[config.mk]
export PLATFORM = sky130hd
export DESIGN_NAME = battery_voltage_trimmed_average_flat
export DESIGN_NICKNAME = d
export VERILOG_FILES = /design/src/sv/bvta_pkg.sv /design/src/sv/bvta_intf.sv /design/src/sv/bvta_regs.sv /design/src/sv/bvta_ucode.sv /design/src/sv/bvta_datapath.sv /design/src/sv/battery_voltage_trimmed_average.sv /design/src/flat_wrapper.sv
export VERILOG_INCLUDE_DIRS = /design/src /design/src/sv
export SDC_FILE = /design/constraint.sdc
export NUM_CORES = 2
export LEC_CHECK = 0
export CAP_MARGIN = 0
export CORE_ASPECT_RATIO = 0.75
export CORE_MARGIN = 10
export CORE_UTILIZATION = 37
export DETAILED_ROUTE_END_ITERATION = 8
export DONT_BUFFER_PORTS = 1
export PLACE_DENSITY = 0.58
export SLEW_MARGIN = 10
export SYNTH_ARGS = -nofsm -noshare
export SYNTH_HDL_FRONTEND = slang
export SYNTH_HIERARCHICAL = 1
export SYNTH_SLANG_ARGS = --single-unit
[constraint.sdc]
create_clock -name clk_i -period 8.56 [get_ports clk_i]
set_input_delay 1.712 -clock clk_i [delete_from_list [all_inputs] [get_ports clk_i]]
set_output_delay 1.712 -clock clk_i [all_outputs]
set_load 0.01 [all_outputs]
[src/sv/battery_voltage_trimmed_average_macros.svh]
// ----------------------------------------------------------------------------
// Assertion macros for the battery voltage trimmed average block.
// The property forms are compiled only outside synthesis.
// ----------------------------------------------------------------------------
`ifndef BATTERY_VOLTAGE_TRIMMED_AVERAGE_MACROS_SVH
`define BATTERY_VOLTAGE_TRIMMED_AVERAGE_MACROS_SVH

`ifndef SYNTHESIS
// Property checked at every edge outside reset.
`define BVTA_ASSERT(lbl, prop, msg) \
  lbl: assert property (@(posedge clk_i) disable iff (!rst_ni) (prop)) else $error(msg);
// Condition in one cycle implies the consequence in the next.
`define BVTA_ASSERT_NEXT(lbl, ante, cons, msg) \
  lbl: assert property (@(posedge clk_i) disable iff (!rst_ni) (ante) |=> (cons)) \
    else $error(msg);
`else
`define BVTA_ASSERT(lbl, prop, msg)
`define BVTA_ASSERT_NEXT(lbl, ante, cons, msg)
`endif

`endif

[src/sv/bvta_pkg.sv]
// ----------------------------------------------------------------------------
// bvta_pkg
// Shared sizes, codes, control word and status types of the block.
// ----------------------------------------------------------------------------
package bvta_pkg;

  localparam int unsigned RingDepth  = 16;
  localparam int unsigned SampleBits = 24;
  localparam int unsigned IdxBits    = $clog2(RingDepth);
  localparam int unsigned CountBits  = $clog2(RingDepth + 1);
  localparam int unsigned SumBits    = SampleBits + IdxBits;
  // Floor of log2 of the ring depth.
  localparam int unsigned DepthShift = $clog2(RingDepth + 1) - 1;
  localparam int unsigned DivCntBits = $clog2(SumBits);
  localparam int unsigned NumRegs    = 8;
  localparam int unsigned CfgIdxBits = $clog2(NumRegs);
  localparam int unsigned StepBits   = 4;
  localparam int unsigned KindBits   = 2;
  localparam int unsigned ClassBits  = 2;

  localparam logic [KindBits-1:0]  SupplyExternal = 2'd0;
  localparam logic [KindBits-1:0]  SupplyMain     = 2'd1;
  localparam logic [KindBits-1:0]  SupplyBackup   = 2'd2;
  localparam logic [ClassBits-1:0] IntervalNone   = 2'd0;
  localparam logic [ClassBits-1:0] IntervalLong   = 2'd1;
  localparam logic [ClassBits-1:0] IntervalShort  = 2'd2;

  typedef enum logic [CfgIdxBits-1:0] {
    RegMainMin,
    RegMainMax,
    RegBackupMin,
    RegBackupMax,
    RegMainShort,
    RegBackupShort,
    RegMainOff,
    RegBackupOff
  } cfg_reg_e;

  typedef struct packed {
    logic [SampleBits-1:0] main_min;
    logic [SampleBits-1:0] main_max;
    logic [SampleBits-1:0] backup_min;
    logic [SampleBits-1:0] backup_max;
    logic [SampleBits-1:0] main_short;
    logic [SampleBits-1:0] backup_short;
    logic [SampleBits-1:0] main_off;
    logic [SampleBits-1:0] backup_off;
  } cfg_regs_t;

  typedef enum logic [3:0] {
    OpNone,
    OpIdle,
    OpStore,
    OpPrime,
    OpScan,
    OpTrim,
    OpDivInit,
    OpDivStep,
    OpDivEnd,
    OpEmpty,
    OpPush
  } dp_op_e;

  typedef enum logic [2:0] {
    CondNever,
    CondAlways,
    CondNoItem,
    CondEmpty,
    CondMore,
    CondPartial,
    CondDivMore,
    CondOutBusy
  } jump_cond_e;

  typedef struct packed {
    dp_op_e              op;
    jump_cond_e          cond;
    logic [StepBits-1:0] target;
  } ucode_word_t;

  typedef struct packed {
    logic item_valid;
    logic ring_empty;
    logic more;
    logic partial;
    logic div_more;
    logic out_busy;
  } seq_status_t;

endpackage

[src/sv/bvta_intf.sv]
// ----------------------------------------------------------------------------
// Channel interfaces
// Sample, result and configuration channels, each with valid and ready.
// ----------------------------------------------------------------------------
interface bvta_in_if;
  import bvta_pkg::*;

  logic                  valid;
  logic                  ready;
  logic                  external_present;
  logic                  main_present;
  logic                  backup_present;
  logic [SampleBits-1:0] raw_voltage;

  modport source (
    output valid, external_present, main_present, backup_present, raw_voltage,
    input  ready
  );
  modport sink (
    input  valid, external_present, main_present, backup_present, raw_voltage,
    output ready
  );
endinterface

interface bvta_out_if;
  import bvta_pkg::*;

  logic                  valid;
  logic                  ready;
  logic [SampleBits-1:0] average_voltage;
  logic [KindBits-1:0]   supply_kind;
  logic                  sample_stored;
  logic [ClassBits-1:0]  interval_class;
  logic                  poweroff_low;

  modport source (
    output valid, average_voltage, supply_kind, sample_stored, interval_class,
           poweroff_low,
    input  ready
  );
  modport sink (
    input  valid, average_voltage, supply_kind, sample_stored, interval_class,
           poweroff_low,
    output ready
  );
endinterface

interface bvta_cfg_if;
  import bvta_pkg::*;

  logic                  valid;
  logic                  ready;
  logic [CfgIdxBits-1:0] index;
  logic [SampleBits-1:0] data;

  modport source (output valid, index, data, input ready);
  modport sink (input valid, index, data, output ready);
endinterface

[src/sv/bvta_regs.sv]
// ----------------------------------------------------------------------------
// bvta_regs
// Configuration register file, written through the configuration channel.
// ----------------------------------------------------------------------------
module bvta_regs (
  input  logic                clk_i,
  input  logic                rst_ni,
  bvta_cfg_if.sink            cfg_i,
  output bvta_pkg::cfg_regs_t regs_o
);
  import bvta_pkg::*;

  cfg_regs_t regs_q;

  assign cfg_i.ready = 1'b1;
  assign regs_o      = regs_q;

  always_ff @(posedge clk_i or negedge rst_ni) begin
    if (!rst_ni) begin
      regs_q <= '{main_min:     '0,
                  main_max:     '1,
                  backup_min:   '0,
                  backup_max:   '1,
                  main_short:   '0,
                  backup_short: '0,
                  main_off:     '0,
                  backup_off:   '0};
    end else if (cfg_i.valid) begin
      unique case (cfg_reg_e'(cfg_i.index))
        RegMainMin:     regs_q.main_min     <= cfg_i.data;
        RegMainMax:     regs_q.main_max     <= cfg_i.data;
        RegBackupMin:   regs_q.backup_min   <= cfg_i.data;
        RegBackupMax:   regs_q.backup_max   <= cfg_i.data;
        RegMainShort:   regs_q.main_short   <= cfg_i.data;
        RegBackupShort: regs_q.backup_short <= cfg_i.data;
        RegMainOff:     regs_q.main_off     <= cfg_i.data;
        RegBackupOff:   regs_q.backup_off   <= cfg_i.data;
        default: ;
      endcase
    end
  end

endmodule

[src/sv/bvta_ucode.sv]
// ----------------------------------------------------------------------------
// bvta_ucode
// Microcode sequencer: step counter, control store and jump logic.
// ----------------------------------------------------------------------------
module bvta_ucode (
  input  logic                  clk_i,
  input  logic                  rst_ni,
  input  bvta_pkg::seq_status_t status_i,
  output bvta_pkg::ucode_word_t cw_o
);
  import bvta_pkg::*;

  localparam logic [StepBits-1:0] StepWait    = StepBits'(0);
  localparam logic [StepBits-1:0] StepStore   = StepBits'(1);
  localparam logic [StepBits-1:0] StepPrime   = StepBits'(2);
  localparam logic [StepBits-1:0] StepScan    = StepBits'(3);
  localparam logic [StepBits-1:0] StepBranch  = StepBits'(4);
  localparam logic [StepBits-1:0] StepTrim    = StepBits'(5);
  localparam logic [StepBits-1:0] StepDivInit = StepBits'(6);
  localparam logic [StepBits-1:0] StepDivStep = StepBits'(7);
  localparam logic [StepBits-1:0] StepDivEnd  = StepBits'(8);
  localparam logic [StepBits-1:0] StepEmpty   = StepBits'(9);
  localparam logic [StepBits-1:0] StepResult  = StepBits'(10);
  localparam logic [StepBits-1:0] StepTail    = StepBits'(11);

  // Control store. A word jumps to its target when its condition holds,
  // otherwise it falls through to the next step.
  function automatic ucode_word_t rom_word(logic [StepBits-1:0] step);
    ucode_word_t w;
    w = '{op: OpNone, cond: CondAlways, target: StepWait};
    unique case (step)
      StepWait:    w = '{op: OpIdle,    cond: CondNoItem,  target: StepWait};
      StepStore:   w = '{op: OpStore,   cond: CondNever,   target: StepWait};
      StepPrime:   w = '{op: OpPrime,   cond: CondEmpty,   target: StepEmpty};
      StepScan:    w = '{op: OpScan,    cond: CondMore,    target: StepScan};
      StepBranch:  w = '{op: OpNone,    cond: CondPartial, target: StepDivInit};
      StepTrim:    w = '{op: OpTrim,    cond: CondAlways,  target: StepResult};
      StepDivInit: w = '{op: OpDivInit, cond: CondNever,   target: StepWait};
      StepDivStep: w = '{op: OpDivStep, cond: CondDivMore, target: StepDivStep};
      StepDivEnd:  w = '{op: OpDivEnd,  cond: CondAlways,  target: StepResult};
      StepEmpty:   w = '{op: OpEmpty,   cond: CondNever,   target: StepWait};
      StepResult:  w = '{op: OpPush,    cond: CondOutBusy, target: StepResult};
      StepTail:    w = '{op: OpNone,    cond: CondAlways,  target: StepWait};
      default:     w = '{op: OpNone,    cond: CondAlways,  target: StepWait};
    endcase
    return w;
  endfunction

  logic [StepBits-1:0] pc_q, pc_d;
  ucode_word_t         cw;
  logic                taken;

  assign cw   = rom_word(pc_q);
  assign cw_o = cw;

  always_comb begin
    unique case (cw.cond)
      CondNever:   taken = 1'b0;
      CondAlways:  taken = 1'b1;
      CondNoItem:  taken = !status_i.item_valid;
      CondEmpty:   taken = status_i.ring_empty;
      CondMore:    taken = status_i.more;
      CondPartial: taken = status_i.partial;
      CondDivMore: taken = status_i.div_more;
      CondOutBusy: taken = status_i.out_busy;
      default:     taken = 1'b1;
    endcase
    pc_d = taken ? cw.target : pc_q + StepBits'(1);
  end

  always_ff @(posedge clk_i or negedge rst_ni) begin
    if (!rst_ni) begin
      pc_q <= StepWait;
    end else begin
      pc_q <= pc_d;
    end
  end

endmodule

[src/sv/bvta_datapath.sv]
// ----------------------------------------------------------------------------
// bvta_datapath
// Ring memory, scan accumulators, serial divider and result register.
// ----------------------------------------------------------------------------
`include "battery_voltage_trimmed_average_macros.svh"

module bvta_datapath (
  input  logic                  clk_i,
  input  logic                  rst_ni,
  input  bvta_pkg::ucode_word_t cw_i,
  input  bvta_pkg::cfg_regs_t   regs_i,
  output bvta_pkg::seq_status_t status_o,
  bvta_in_if.sink               item_i,
  bvta_out_if.source            result_o
);
  import bvta_pkg::*;

  localparam int unsigned MemDepth = 2 ** (IdxBits + 1);

  // Both rings share one memory; the upper address bit selects the battery.
  logic [SampleBits-1:0] ring_mem [MemDepth];
  logic [SampleBits-1:0] rd_q;

  logic                  ext_q;
  logic                  bak_q;
  logic [SampleBits-1:0] raw_q;

  logic [IdxBits-1:0]    wp_q  [2];
  logic [CountBits-1:0]  cnt_q [2];

  logic [SumBits-1:0]    sum_q;
  logic [SampleBits-1:0] lo_q;
  logic [SampleBits-1:0] hi_q;
  logic [IdxBits-1:0]    idx_q;
  logic [CountBits-1:0]  rem_q;
  logic [SumBits-1:0]    quo_q;
  logic [DivCntBits-1:0] dcnt_q;
  logic [SampleBits-1:0] avg_q;

  logic                  out_valid_q;
  logic [SampleBits-1:0] out_avg_q;
  logic [KindBits-1:0]   out_kind_q;
  logic                  out_stored_q;
  logic [ClassBits-1:0]  out_class_q;
  logic                  out_off_q;

  logic [SampleBits-1:0] vmin, vmax, short_lvl, off_lvl, clamp_lo, clamped;
  logic [CountBits-1:0]  cur_cnt, scan_next;
  logic [IdxBits:0]      waddr, raddr;
  logic                  mem_we, out_busy, push;
  logic [SumBits-1:0]    trim_diff, trim_shift;
  logic [CountBits:0]    div_shift;
  logic                  div_ge;

  always_comb begin
    vmin      = bak_q ? regs_i.backup_min   : regs_i.main_min;
    vmax      = bak_q ? regs_i.backup_max   : regs_i.main_max;
    short_lvl = bak_q ? regs_i.backup_short : regs_i.main_short;
    off_lvl   = bak_q ? regs_i.backup_off   : regs_i.main_off;
    // Lower clamp first, so a min above max leaves the max.
    clamp_lo  = (raw_q < vmin) ? vmin : raw_q;
    clamped   = (clamp_lo > vmax) ? vmax : clamp_lo;

    cur_cnt   = cnt_q[bak_q];
    scan_next = CountBits'(idx_q) + CountBits'(1);

    mem_we = (cw_i.op == OpStore) && !ext_q;
    waddr  = {bak_q, wp_q[bak_q]};
    raddr  = (cw_i.op == OpScan) ? {bak_q, idx_q + IdxBits'(1)} : {bak_q, IdxBits'(0)};

    trim_diff  = sum_q - SumBits'(lo_q) - SumBits'(hi_q);
    trim_shift = trim_diff >> DepthShift;

    div_shift = {rem_q, quo_q[SumBits-1]};
    div_ge    = div_shift >= {1'b0, cur_cnt};

    out_busy = out_valid_q && !result_o.ready;
    push     = (cw_i.op == OpPush) && !out_busy;

    status_o.item_valid = item_i.valid;
    status_o.ring_empty = (cur_cnt == '0);
    status_o.more       = scan_next < cur_cnt;
    status_o.partial    = (cur_cnt != CountBits'(RingDepth));
    status_o.div_more   = (dcnt_q != DivCntBits'(SumBits - 1));
    status_o.out_busy   = out_busy;
  end

  assign item_i.ready = (cw_i.op == OpIdle);

  assign result_o.valid           = out_valid_q;
  assign result_o.average_voltage = out_avg_q;
  assign result_o.supply_kind     = out_kind_q;
  assign result_o.sample_stored   = out_stored_q;
  assign result_o.interval_class  = out_class_q;
  assign result_o.poweroff_low    = out_off_q;

  always_ff @(posedge clk_i) begin
    if (mem_we) begin
      ring_mem[waddr] <= clamped;
    end
    rd_q <= ring_mem[raddr];
  end

  // Control state: write pointers, fill counts and the result valid flag.
  always_ff @(posedge clk_i or negedge rst_ni) begin
    if (!rst_ni) begin
      wp_q[0]     <= '0;
      wp_q[1]     <= '0;
      cnt_q[0]    <= '0;
      cnt_q[1]    <= '0;
      out_valid_q <= 1'b0;
    end else begin
      if (mem_we) begin
        wp_q[bak_q] <= (wp_q[bak_q] == IdxBits'(RingDepth - 1)) ? '0
                                                                : wp_q[bak_q] + IdxBits'(1);
        if (cnt_q[bak_q] != CountBits'(RingDepth)) begin
          cnt_q[bak_q] <= cnt_q[bak_q] + CountBits'(1);
        end
      end
      if (push) begin
        out_valid_q <= 1'b1;
      end else if (result_o.ready) begin
        out_valid_q <= 1'b0;
      end
    end
  end

  always_ff @(posedge clk_i) begin
    case (cw_i.op)
      OpIdle: begin
        if (item_i.valid) begin
          ext_q <= item_i.external_present;
          bak_q <= item_i.backup_present;
          raw_q <= item_i.raw_voltage;
        end
      end
      OpStore: idx_q <= '0;
      OpScan: begin
        idx_q <= idx_q + IdxBits'(1);
        if (idx_q == '0) begin
          sum_q <= SumBits'(rd_q);
          lo_q  <= rd_q;
          hi_q  <= rd_q;
        end else begin
          sum_q <= sum_q + SumBits'(rd_q);
          if (rd_q < lo_q) lo_q <= rd_q;
          if (rd_q > hi_q) hi_q <= rd_q;
        end
      end
      OpTrim:  avg_q <= trim_shift[SampleBits-1:0];
      OpDivInit: begin
        rem_q  <= '0;
        quo_q  <= sum_q;
        dcnt_q <= '0;
      end
      OpDivStep: begin
        dcnt_q <= dcnt_q + DivCntBits'(1);
        if (div_ge) begin
          rem_q <= CountBits'(div_shift - {1'b0, cur_cnt});
          quo_q <= {quo_q[SumBits-2:0], 1'b1};
        end else begin
          rem_q <= div_shift[CountBits-1:0];
          quo_q <= {quo_q[SumBits-2:0], 1'b0};
        end
      end
      OpDivEnd: avg_q <= quo_q[SampleBits-1:0];
      OpEmpty:  avg_q <= raw_q;
      OpPush: begin
        if (!out_busy) begin
          out_avg_q    <= avg_q;
          out_kind_q   <= ext_q ? SupplyExternal : (bak_q ? SupplyBackup : SupplyMain);
          out_stored_q <= !ext_q;
          out_class_q  <= ext_q ? IntervalNone
                                : ((avg_q <= short_lvl) ? IntervalShort : IntervalLong);
          out_off_q    <= !ext_q && (avg_q < off_lvl);
        end
      end
      default: ;
    endcase
  end

  // While a ring fills, its write pointer equals its fill count.
  `BVTA_ASSERT(a_main_fill_ptr, (cnt_q[0] != CountBits'(RingDepth)) |-> (CountBits'(wp_q[0]) == cnt_q[0]), "main ring pointer and fill count disagree")
  `BVTA_ASSERT(a_backup_fill_ptr, (cnt_q[1] != CountBits'(RingDepth)) |-> (CountBits'(wp_q[1]) == cnt_q[1]), "backup ring pointer and fill count disagree")
  `BVTA_ASSERT(a_div_rem, (cw_i.op == OpDivStep) |-> (rem_q < cnt_q[bak_q]), "divider remainder not below the divisor")
  `BVTA_ASSERT_NEXT(a_div_init, cw_i.op == OpDivInit, (rem_q == '0) && (dcnt_q == '0) && (cw_i.op == OpDivStep), "divider did not start clean")

endmodule

[src/sv/battery_voltage_trimmed_average.sv]
// ----------------------------------------------------------------------------
// battery_voltage_trimmed_average
// Per-battery sample rings with a trimmed or plain moving average.
// ----------------------------------------------------------------------------
// Each beat on the item channel is one sampling tick, and each tick gives
// exactly one beat on the result channel. Without external power the sample
// is clamped to the selected battery's limits and stored in that battery's
// sixteen-entry ring; the ring is then averaged. A full ring gives the sum
// less its smallest and largest entry, shifted right by four. A partly filled
// ring gives the sum divided by the fill count, and an empty ring passes the
// raw sample through. A microcoded sequencer steps a small datapath: the ring
// memory is read one entry per cycle, and the division is restoring, one
// quotient bit per cycle over the 28-bit sum. A tick waits at its result
// step while the result channel still holds the previous result. The next
// item is accepted while a finished result waits in the output register.
// Configuration writes are taken in any cycle and are meant to be made while
// no tick is in flight; an index past the register list is ignored.
// ----------------------------------------------------------------------------
module battery_voltage_trimmed_average (
  input logic        clk_i,
  input logic        rst_ni,
  bvta_in_if.sink    item_i,
  bvta_out_if.source result_o,
  bvta_cfg_if.sink   cfg_i
);
  import bvta_pkg::*;

  cfg_regs_t   regs;
  ucode_word_t cw;
  seq_status_t status;

  // Configuration registers: clamp limits and decision levels.
  bvta_regs u_regs (
    .clk_i  (clk_i),
    .rst_ni (rst_ni),
    .cfg_i  (cfg_i),
    .regs_o (regs)
  );

  // The sequencer issues one control word per cycle and branches on the
  // datapath status (item present, ring empty, scan done, ring partial, divide
  // done, and whether the output register is still occupied).
  bvta_ucode u_ucode (
    .clk_i    (clk_i),
    .rst_ni   (rst_ni),
    .status_i (status),
    .cw_o     (cw)
  );

  // The datapath holds both rings, the scan accumulators, the divider and
  // the result register that decouples the result channel.
  bvta_datapath u_datapath (
    .clk_i    (clk_i),
    .rst_ni   (rst_ni),
    .cw_i     (cw),
    .regs_i   (regs),
    .status_o (status),
    .item_i   (item_i),
    .result_o (result_o)
  );

endmodule
[src/flat_wrapper.sv]
// flat-port wrapper written by rule: the top's interface ports become plain ports
module battery_voltage_trimmed_average_flat import bvta_pkg::*;
  (clk_i, rst_ni, item_i_valid, item_i_external_present, item_i_main_present, item_i_backup_present, item_i_raw_voltage, item_i_ready, result_o_valid, result_o_average_voltage, result_o_supply_kind, result_o_sample_stored, result_o_interval_class, result_o_poweroff_low, result_o_ready, cfg_i_valid, cfg_i_index, cfg_i_data, cfg_i_ready);
  bvta_in_if item_i_i ();
  bvta_out_if result_o_i ();
  bvta_cfg_if cfg_i_i ();
  input logic clk_i;
  input logic rst_ni;
  input wire logic [$bits(item_i_i.valid)-1:0] item_i_valid;
  input wire logic [$bits(item_i_i.external_present)-1:0] item_i_external_present;
  input wire logic [$bits(item_i_i.main_present)-1:0] item_i_main_present;
  input wire logic [$bits(item_i_i.backup_present)-1:0] item_i_backup_present;
  input wire logic [$bits(item_i_i.raw_voltage)-1:0] item_i_raw_voltage;
  output wire logic [$bits(item_i_i.ready)-1:0] item_i_ready;
  output wire logic [$bits(result_o_i.valid)-1:0] result_o_valid;
  output wire logic [$bits(result_o_i.average_voltage)-1:0] result_o_average_voltage;
  output wire logic [$bits(result_o_i.supply_kind)-1:0] result_o_supply_kind;
  output wire logic [$bits(result_o_i.sample_stored)-1:0] result_o_sample_stored;
  output wire logic [$bits(result_o_i.interval_class)-1:0] result_o_interval_class;
  output wire logic [$bits(result_o_i.poweroff_low)-1:0] result_o_poweroff_low;
  input wire logic [$bits(result_o_i.ready)-1:0] result_o_ready;
  input wire logic [$bits(cfg_i_i.valid)-1:0] cfg_i_valid;
  input wire logic [$bits(cfg_i_i.index)-1:0] cfg_i_index;
  input wire logic [$bits(cfg_i_i.data)-1:0] cfg_i_data;
  output wire logic [$bits(cfg_i_i.ready)-1:0] cfg_i_ready;
  assign item_i_i.valid = item_i_valid;
  assign item_i_i.external_present = item_i_external_present;
  assign item_i_i.main_present = item_i_main_present;
  assign item_i_i.backup_present = item_i_backup_present;
  assign item_i_i.raw_voltage = item_i_raw_voltage;
  assign item_i_ready = item_i_i.ready;
  assign result_o_valid = result_o_i.valid;
  assign result_o_average_voltage = result_o_i.average_voltage;
  assign result_o_supply_kind = result_o_i.supply_kind;
  assign result_o_sample_stored = result_o_i.sample_stored;
  assign result_o_interval_class = result_o_i.interval_class;
  assign result_o_poweroff_low = result_o_i.poweroff_low;
  assign result_o_i.ready = result_o_ready;
  assign cfg_i_i.valid = cfg_i_valid;
  assign cfg_i_i.index = cfg_i_index;
  assign cfg_i_i.data = cfg_i_data;
  assign cfg_i_ready = cfg_i_i.ready;
  battery_voltage_trimmed_average u_core (.clk_i(clk_i), .rst_ni(rst_ni), .item_i(item_i_i), .result_o(result_o_i), .cfg_i(cfg_i_i));
endmodule
==> impl_results.md <==
* Pwr dens at 373 mW/mm^2
* Rel. slew slack at 14.8%
* Initial antenna violation count at 13
* Pin count of the biggest net entering global routing at 216
* Routed length per instance at 26.0 um
* Kind of critical path: flop to flop
* LEAKAGE at 22.2 nW
* Overflow after GRT at 0
* Mapped Cells at 4060
* Final WS setup at 1.27 ns
* First-pass GRT wire length at 231000 um
* Peak VDD IR at 0.286 mV
* Tmin final at 7.29 ns
* Setup Fix Bufs, Post-CTS at 0
* Internal reg-to-reg setup slack at 1.27 ns
* R2R depth at 19
* Worst R2R Start: u_core/u_datapath/bak_q
* Clock buffers created by TritonCTS at 116
* Drt drc at 0
* Slew Viols, Final at 0
* Initial DRT Pass Iterations at 6
* Ports at 92
* CTS Root Cell: clkbuf_16
* Synthesized area per cell at 13.6 um^2
* Post-DP HPWL at 99300 um
* CP required at 9.04 ns
* Via density at 5.66
* Final period util at 85.2%
* # rows at 122
* Syn nets at 4361
* Setup TNS at 0 ns
* Max_cap viols at 0
* Port Buffer Count at 0
* CTS Hold Bufs at 0
* Cts repair resizes at 0
* Clock transition at path regs at 0.06 ns
* RSZ-0062 raised after global routing: no
* Max Clk Rate at 0.137 GHz
* Vias post-DR at 34900
* Initial Util at 37.3%
* Commonest non-fill, non-tap cell in the layout: edfxtp_1
* Status: finished, final reports clean
* Worst-skew pair later-pin latency at 0.79 ns
* Gp weighted congestion at 0.876
* Synthesized cell area at 0.0552 mm^2
* Clk buf depth at 3
* Final Hold Viols at 0
* Hold_sp: u_core/u_datapath/cnt_q[5]
* Worst Hold Class: flop to flop
* Fin util at 41.7%
* Number of global-route vias before repair at 32800
* Final Skew at 0.0725 ns
* Max H-tree Level at 3
* Ys Warns at 6
* Most frequent cells in the layout: 966 x edfxtp_1, 460 x nand2_1, 235 x mux2_2
* Crit path capture type: flop
* GRT Overall Usage at 18.7%
* Nets at 4376
* CTS Sinks at 1205
* Layout cells sized above 1 at 16.4%
* Die Y at 355 um
* Hold-critical path depth at 2
* FF-to-FF End: u_core/u_datapath/ring_mem[25][15]
* Hold EP: u_core/u_datapath/cnt_q[5]
* DRT antenna net count at 0
* Worst Tran Pin Value at 1.27 ns
* Die area at 0.165 mm^2
* Die width at 466 um
* Area Growth Syn to Fin at 11.8%
* Final setup viols at 0
* Initial DRC count at 3773
* WL final at 160000 um
* CP startpoint kind: flop
* Core Footprint at 0.148 mm^2
* CTS tree: built
* CP max FO at 32
* CP arrival at 7.77 ns
* DP Worst Slack at 1.58 ns
* FILL cells at 13400
==> flip-flops by register name, indices dropped and copies added, names as in the netlist, 4 cells and up <==
name and cells:
u_core/u_datapath/rd_q 24, u_core/u_datapath/avg_q 24, u_core/u_ucode/pc_q 4, u_core/u_datapath/idx_q 4, u_core/u_datapath/wp_q 8, u_core/u_datapath/sum_q 28
u_core/u_datapath/cnt_q 10, u_core/u_datapath/lo_q 24, u_core/u_datapath/ring_mem 768, u_core/u_datapath/dcnt_q 5, u_core/u_datapath/result_o.average_voltage 24, u_core/u_datapath/raw_q 24
u_core/u_datapath/hi_q 24, u_core/u_datapath/rem_q 5, u_core/u_regs/regs_o 192, u_core/u_datapath/quo_q 28
==> stage by stage <==
stage	total power [mW]	std cells	instance area [um^2]	hold WS (ns)
after detailed placement	17.8	5941	57900	0.474
after global placement	17.7	5941	57900	0.463
after global routing	24.2	6166	61700	0.507
final	23.0	6168	61800	0.500
after floorplan	14.4	4060	55200	0.449
after CTS	23.1	6163	61700	0.489
==> layer usage <==
layer  up-vias  part of all wire, %  wire length [um]  global-route usage [%]
met3       215                  8.4             13400                    3.52
met5         -                    0                 0                       0
met2      1385                   43             68100                    26.9
met4         0                  1.9              3030                    4.16
li1      15600                    -                 -                       -
met1     17700                   47             75500                    28.8
==> power by group <==
group          total [mW]  internal (mW)  switching [mW]  leakage [nW]
Clock                5.17           2.84            2.33          1.86
Combinational        8.80           2.95            5.85          8.86
Sequential           9.05           8.46           0.590          11.5
==> layout make-up <==
| class | instances | area [um^2] | area share (%) |
|---|---|---|---|
| well taps | 1984 | 2480 | 4.02 |
| flip-flops and latches | 1205 | 34900 | 56.6 |
| repair buffers | 113 | 898 | 1.45 |
| multi-input cells | 2498 | 19100 | 30.9 |
| inverters | 141 | 547 | 0.885 |
| clock buffers | 142 | 3060 | 4.96 |
| diodes | 5 | 12.5 | 0.0203 |
| clock inverters | 80 | 763 | 1.24 |
==> worst max-delay path: stages (launching register included) <==
cell and delay (ns):
edfxtp_1 0.69, buf_4 0.32, mux2i_1 0.26, ha_1 0.18, nand4_1 0.26, nor4_1 0.35, a2bb2oi_1 0.24, a31oi_4 0.93
mux2i_1 0.45, inv_1 0.09, ha_1 0.31, nand2_1 0.08, nor3_1 0.76, a221oi_1 0.21, a21oi_1 0.40, and4b_1 0.28
a21oi_4 0.14, buf_12 0.33, mux2i_4 0.28, buf_4 0.38
==> worst max-delay path by stage <==
stage / from / endpoint / slack [ns] / cells after the start
after global placement: u_core/u_datapath/bak_q / u_core/u_datapath/ring_mem[6][16] / 1.58 / 19
after CTS: u_core/u_datapath/bak_q / u_core/u_datapath/ring_mem[9][15] / 1.52 / 19
after detailed placement: u_core/u_datapath/bak_q / u_core/u_datapath/ring_mem[2][16] / 1.58 / 19
final: u_core/u_datapath/bak_q / u_core/u_datapath/ring_mem[25][15] / 1.27 / 19
after floorplan: u_core/u_datapath/bak_q / u_core/u_datapath/ring_mem[0][3] / 2.35 / 21
after global routing: u_core/u_datapath/bak_q / u_core/u_datapath/ring_mem[25][16] / 0.98 / 20
Power figures use the tool's default switching activity.
